--- src/ffts_pkg.sv ---
// ffts_pkg: shared types and codes for the fault fixup table search block.
// No dependencies; imported by ffts_mem, ffts_alu and fault_fixup_table_search.
package ffts_pkg;

    localparam int ADDR_W = 64;
    localparam int OFFSET_W = 62;
    localparam int SLOTS_W = 9;
    localparam int INDEX_W = 8;

    localparam logic ACT_LOAD = 1'b0;
    localparam logic ACT_LOOKUP = 1'b1;

    typedef struct packed {
        logic               action;
        logic [INDEX_W-1:0] slot_index;
        logic [ADDR_W-1:0]  slot_insn;
        logic [ADDR_W-1:0]  slot_fixup;
        logic [ADDR_W-1:0]  lookup_addr;
    } t_in_item;

    typedef struct packed {
        logic                found;
        logic [ADDR_W-1:0]   fixup_addr;
        logic                range_hit;
        logic [OFFSET_W-1:0] insn_offset;
    } t_out_item;

    typedef struct packed {
        logic [ADDR_W-1:0] insn;
        logic [ADDR_W-1:0] fixup;
    } t_slot;

    typedef struct packed {
        logic              eq;
        logic              lt;
        logic [ADDR_W-1:0] diff;
    } t_alu_res;

    typedef enum logic [2:0] {
        ST_IDLE,
        ST_EXACT,
        ST_RANGE_LO,
        ST_RANGE_HI,
        ST_OFFSET,
        ST_FINISH
    } t_state;

endpackage

--- src/ffts_alu.sv ---
// ffts_alu: shared 64-bit subtract / compare unit used by every scan step.
// Depends on ffts_pkg (t_alu_res).
module ffts_alu
    import ffts_pkg::*;
(
    input  logic [ADDR_W-1:0] i_a,
    input  logic [ADDR_W-1:0] i_b,
    output t_alu_res          o_res
);

    logic [ADDR_W:0] sub;

    // borrow out of a - b means a < b
    assign sub = {1'b0, i_a} - {1'b0, i_b};

    always_comb begin
        o_res.eq   = (i_a == i_b);
        o_res.lt   = sub[ADDR_W];
        o_res.diff = sub[ADDR_W-1:0];
    end

endmodule

--- config.mk ---
export PLATFORM = sky130hd
export DESIGN_NAME = ffts_alu
export DESIGN_NICKNAME = d
export VERILOG_FILES = /design/src/ffts_pkg.sv /design/src/ffts_alu.sv
export SDC_FILE = /design/constraint.sdc
export NUM_CORES = 1
export LEC_CHECK = 0
export BUFFER_PORTS_ARGS = -buffer_cell sky130_fd_sc_hd__buf_2
export CAP_MARGIN = 20
export CELL_PAD_IN_SITES_DETAIL_PLACEMENT = 1
export CELL_PAD_IN_SITES_GLOBAL_PLACEMENT = 2
export CORE_MARGIN = 2
export CORE_UTILIZATION = 27
export DETAILED_ROUTE_END_ITERATION = 7
export PLACE_DENSITY_LB_ADDON = 0.1
export REMOVE_ABC_BUFFERS = 1
export SLEW_MARGIN = 30
export SYNTH_ARGS = -nofsm -noshare
export SYNTH_HDL_FRONTEND = slang
export SYNTH_SLANG_ARGS = --single-unit
--- constraint.sdc ---
create_clock -name vclk -period 7.99
set_clock_uncertainty 0.2 [all_clocks]
set_input_delay 0.3995 -clock vclk [all_inputs]
set_output_delay 0.3995 -clock vclk [all_outputs]
set_load 0.005 [all_outputs]
==> results.py, run 1 <==
metrics = {
    "routing": {
        "avgViaCountPerCell": 5.13,
        "wl_um": 15800,
        "drt-pass1-iter-count": 4,
        "dr.first_iter.drc_count": 173,
        "postRouteAntennaNets": 0,
        "num_vias": 5093,
        "detail_route.wl_per_cell_um": 15.9,
        "drc_errors": 0,
    },
    "layout": {
        "design.seq.count": 0,
        "nClkBuffers": 0,
        "fin_util": 0.348,
        "area_delta_synth_final_pct": 27.3,
        "drive_above_1_share": 0.258,
        "nNetsFinal": 998,
        "regArea_um2": 0,
    },
    "logic_synthesis": {
        "synthTopCellsByCount": "87 x inv_1, 78 x a21oi_1, 64 x ha_1",
        "synth_area_leaders": "ha_1 19%, a21oi_1 9.5%, xnor2_1 8.1%",
        "synth_cells": 632,
        "yosysMostFrequentCell": "inv_1",
        "ys_warn_count": 0,
        "ys_types": 52,
        "seq_area_frac_synth": 0,
        "netlist_area_um2": 4110,
        "synth_top_area_frac": 0.195,
        "synth_area_per_cell_um2": 6.50,
        "yosys.area.top_type": "ha_1",
    },
    "floorplanning": {
        "start_util": 0.273,
        "rows": 45,
        "dieArea_um2": 16200,
        "io_pins": 194,
        "die_y_um": 127,
        "die_x_um": 127,
        "core_um2": 15000,
    },
    "power_and_ir_drop": {
        "peakVddDrop_v": 0.0000302,
        "power.density_nw_per_um2": 89.6,
        "p_leak_nw": 2.84,
    },
    "grt": {
        "grt_pass1_vias": 5304,
        "grt_overflow_total": 0,
        "grt_use_total": 0.186,
        "grt_pass1_wl_um": 25500,
        "top_usage_layer": "met2",
        "grt_max_degree": 13,
        "use_met1": 0.245,
        "grt_use_met2": 0.343,
        "grt_antenna_before_repair": 1,
        "use_met3": 0.0197,
    },
    "placed_design": {
        "hpwl_um": 14000,
        "gp_congestion": 0.823,
        "io_buffers": 194,
    },
    "clocking": {
        "cts_resized": 0,
        "cts_setup_buffers": 0,
        "postCtsHoldBufs": 0,
    },
    "worst_setup_path": {
        "crit_family": "compound AO/OA/AOI/OAI gates",
        "critical_path_class": "primary input to output pin",
        "path_buf_inv": 3,
        "slowest_delay_ns": 0.44,
        "startpoint": "i_a[0]",
        "crit_fanout": 5,
        "cp_common_cell": "buf_2",
        "critPathCaptureType": "output pin",
        "crit_cells": 15,
        "critPathLaunchType": "primary input",
        "required_ns": 7.39,
        "worstPathArrival_ns": 3.59,
        "critPathCapture": "o_res[62]",
        "cp_slowest_cell": "fa_1",
        "cp_cell_sequence": "buf_2 > inv_1 > ha_1 > fa_1 > nor2b_1 > o21bai_1 > a211oi_2 > and4bb_4 > a2111oi_4 > nor2_2 > o21ai_2 > a221oi_2 > o311ai_2 > xor2_1 > buf_2",
    },
    "sta": {
        "worst_pin_slew_ns": 0.659,
        "max_freq_ghz": 0.239,
        "period_minus_slack_ns": 4.19,
        "hold_viol": 0,
        "fin_crit_sh": 0.524,
        "finalSetupTns_ns": 0,
        "rsz0062_at_grt": "false",
        "setup_violations": 0,
        "relSlewSlack": 0.558,
        "maxSlewViolCount": 0,
    },
    "run_status": {
        "status": "complete, no violations",
    },
    "min_path": {
        "hp-class": "primary input to output pin",
    },
    "flow_run": {
        "maxCapViolations": 0,
    },
}
==> kinds of logic after synthesis <==
family                     after synthesis  share of synthesized area
and+or+nand+nor                        171                      0.208
xor gates and xnor gates                58                      0.124
adders and majority gates               65                      0.200
buffers and inverters                  110                      0.101
AOI/OAI and AO/OA                      228                      0.368
==> cell usage in the layout (no fill, tap or decap), types with 20 or more instances in the layout <==
cell / instances
xnor2_1: 38
nand2_1: 45
o21ai_0: 36
ha_1: 64
a21o_1: 36
nor2_1: 37
inv_1: 87
buf_2: 194
a21oi_1: 78
o21bai_1: 23
xor2_1: 20
==> tightest hold or removal path, delay by kind of cell <==
kind	cells	cell delay (ns)
buffers and inverters	2	0.23
AO/OA/AOI/OAI	1	0.04
adder cells (fa/ha/maj)	1	0.14
==> metrics by stage <==
step / cell area (um2) / power (mW) / hold slack (ns) / instances / setup slack (ns)
6_report: 5230 / 0.469 / 1.01 / 992 / 3.80
5_1_grt: 5230 / 0.523 / 1.05 / 991 / 3.57
4_1_cts: 5230 / 0.474 / 1.01 / 991 / 3.80
3_5_place_dp: 5230 / 0.471 / 1.01 / 991 / 3.82
3_3_place_gp: 5230 / 0.468 / 1.01 / 991 / 3.81
2_1_floorplan: 4020 / 0.289 / 0.753 / 609 / 4.55
==> layer usage <==
layer | share of wire | wire length [um]
met5 | 0 | 0
met2 | 0.48 | 7660
met1 | 0.45 | 7170
met4 | 0.0043 | 68
met3 | 0.058 | 924
==> report_power, final <==
| part | switching, mW | internal [mW] |
|---|---|---|
| Clock | 0 | 0.0000000167 |
| Sequential | 0 | 0 |
| Combinational | 0.261 | 0.207 |
| Total | 0.261 | 0.207 |
==> worst min-delay path by stage <==
stage | start | end | slack, ns | cells past startpoint
6_report | i_a[63] | o_res[64] | 1.01 | 4
3_3_place_gp | i_a[63] | o_res[64] | 1.01 | 4
4_1_cts | i_a[63] | o_res[64] | 1.01 | 4
5_1_grt | i_a[63] | o_res[64] | 1.05 | 4
2_1_floorplan | i_b[0] | o_res[0] | 0.75 | 2
3_5_place_dp | i_a[63] | o_res[64] | 1.01 | 4
==> area by class of cell <==
| class | count | area (um2) |
|---|---|---|
| fillers | 2005 | 9800 |
| multi-input cells | 522 | 3690 |
| repair buffers | 194 | 971 |
| inverters | 87 | 327 |
| well taps | 188 | 235 |
| diodes | 1 | 2.50 |
No activity file was read; power rests on OpenSTA's default activity.
==> run 2, diff against run 1 <==
--- a/config.mk
+++ b/config.mk
@@ -10,7 +10,7 @@
 export CELL_PAD_IN_SITES_DETAIL_PLACEMENT = 1
 export CELL_PAD_IN_SITES_GLOBAL_PLACEMENT = 2
 export CORE_MARGIN = 2
-export CORE_UTILIZATION = 27
+export CORE_UTILIZATION = 22
 export DETAILED_ROUTE_END_ITERATION = 7
 export PLACE_DENSITY_LB_ADDON = 0.1
 export REMOVE_ABC_BUFFERS = 1
==> constraint.sdc (replaced) <==
create_clock -name vclk -period 3.7
set_clock_uncertainty 0.2 [all_clocks]
set_input_delay 0.185 -clock vclk [all_inputs]
set_output_delay 0.185 -clock vclk [all_outputs]
set_load 0.005 [all_outputs]
==> results.py, run 2 (synthesis results as in run 1) <==
metrics = {
    "power_and_ir_drop": {
        "internal-power_mw": 0.476,
        "swShare": 0.550,
        "p_leak_nw": 2.94,
        "peakVddDrop_v": 0.0000557,
        "power_frac_clock": 0,
        "seq_power_share": 0,
        "p_switching_mw": 0.583,
        "power_frac_comb": 1.000,
        "power.density_nw_per_um2": 193,
    },
    "layout": {
        "nNetsFinal": 1020,
        "mostFrequentLayoutCell": "buf_2",
        "design.seq.count": 0,
        "regArea_um2": 0,
        "finalInstanceArea_um2": 5480,
        "final_cell_mix": "194 x buf_2, 87 x inv_1, 78 x a21oi_1",
        "area_delta_synth_final_pct": 33.4,
        "nClkBuffers": 0,
        "nFillCells": 2392,
        "multi_input_area_um2": 3730,
        "drive_above_1_share": 0.282,
    },
    "routing": {
        "postRouteAntennaNets": 0,
        "drt-pass1-iter-count": 4,
        "detail_route.wl_per_cell_um": 15.9,
        "drc_errors": 0,
        "num_vias": 5172,
        "dr.first_iter.drc_count": 93,
        "avgViaCountPerCell": 4.90,
        "wl_um": 16700,
    },
    "worst_setup_path": {
        "required_ns": 3.31,
        "startpoint": "i_a[0]",
        "worstPathArrival_ns": 3.16,
        "critical_path_class": "primary input to output pin",
        "cp_cell_sequence": "buf_2 > inv_1 > ha_1 > fa_2 > nor2b_1 > o21bai_1 > a211oi_2 > and4bb_4 > a2111oi_4 > nor2_4 > o21ai_4 > a221oi_2 > o311ai_2 > xor2_1 > buf_2",
        "cp_common_cell": "buf_2",
        "cp_slowest_cell": "a2111oi_4",
        "slowest_delay_ns": 0.40,
        "critPathCaptureType": "output pin",
        "critPathLaunchType": "primary input",
        "crit_fanout": 5,
    },
    "floorplanning": {
        "io_pins": 194,
        "core_um2": 18100,
        "rows": 49,
        "dieArea_um2": 19800,
        "die_x_um": 141,
        "start_util": 0.226,
        "die_y_um": 141,
    },
    "sta": {
        "timing.hold.ws_ns": 0.587,
        "worst_pin_slew_ns": 0.649,
        "setup_violations": 0,
        "fin_crit_sh": 0.958,
        "maxSlewViolCount": 0,
        "hold_viol": 0,
        "max_freq_ghz": 0.282,
        "period_minus_slack_ns": 3.54,
        "finalSetupTns_ns": 0,
        "relSlewSlack": 0.564,
    },
    "placed_design": {
        "io_buffers": 194,
        "hpwl_um": 14900,
        "gp_congestion": 0.853,
        "post_dp_cell_area_um2": 5430,
    },
    "clocking": {
        "postCtsHoldBufs": 0,
    },
    "grt": {
        "grt_pass1_vias": 5472,
        "grt_overflow_total": 0,
        "grt_max_degree": 13,
        "grt_antenna_before_repair": 2,
        "grt_use_total": 0.162,
        "grt_pass1_wl_um": 27400,
    },
    "run_status": {
        "status": "complete, no violations",
    },
    "flow_run": {
        "maxCapViolations": 0,
    },
    "min_path": {
        "hp-class": "primary input to output pin",
        "worstHoldStart": "i_b[0]",
        "holdPathStages": 4,
    },
}
run 2: layout make-up:
cell class / instances / area share
diodes: 1 / 0.000457
inverters: 87 / 0.0596
repair buffers: 216 / 0.207
well taps: 229 / 0.0523
multi-input cells: 522 / 0.680
run 2: repair_timing:
action | in CTS | in global routing
gates resized for setup | 0 | 7
endpoints found under the hold margin | 0 | 0
setup buffers | 0 | 2
endpoints found under the setup margin | 0 | 5
run 2: through the flow:
stage / worst slack, ns / std cells / util / power [mW]
final: 0.156 / 1055 / 0.302 / 1.06
after CTS: 0.102 / 1052 / 0.299 / 1.07
after global routing: -0.00703 / 1054 / 0.302 / 1.18
after global placement: 0.209 / 1052 / 0.299 / 1.06
after floorplan: 0.688 / 609 / - / 0.625
after detailed placement: 0.133 / 1052 / 0.299 / 1.06
run 2: worst max-delay path, delay by kind of cell:
family	cells	cell delay (ns)
AOI/OAI and AO/OA	6	1.35
and+or+nand+nor	3	0.55
xor gates and xnor gates	1	0.21
adders and majority gates	2	0.59
buffers and inverters	3	0.26
run 2: power groups by stage:
stage | Clock [mW] | Sequential [mW] | Combinational [mW]
2_1_floorplan | 0 | 0 | 0.625
3_3_place_gp | 0 | 0 | 1.06
3_5_place_dp | 0 | 0 | 1.06
4_1_cts | 0 | 0 | 1.07
5_1_grt | 0 | 0 | 1.18
6_report | 0.0000000361 | 0 | 1.06
run 2: final timing paths:
path               endpoint
setup / recovery  o_res[62]
hold / removal     o_res[0]
run 2: per-layer routing:
metal | GRT usage | up-vias | wire (um) | part of all wire
li1 | - | 2635 | - | -
met1 | 0.214 | 2380 | 7710 | 0.46
met2 | 0.294 | 146 | 8020 | 0.48
met3 | 0.0204 | 9 | 875 | 0.052
met4 | 0.00895 | 2 | 107 | 0.0064
met5 | 0 | - | 13 | 0.00078
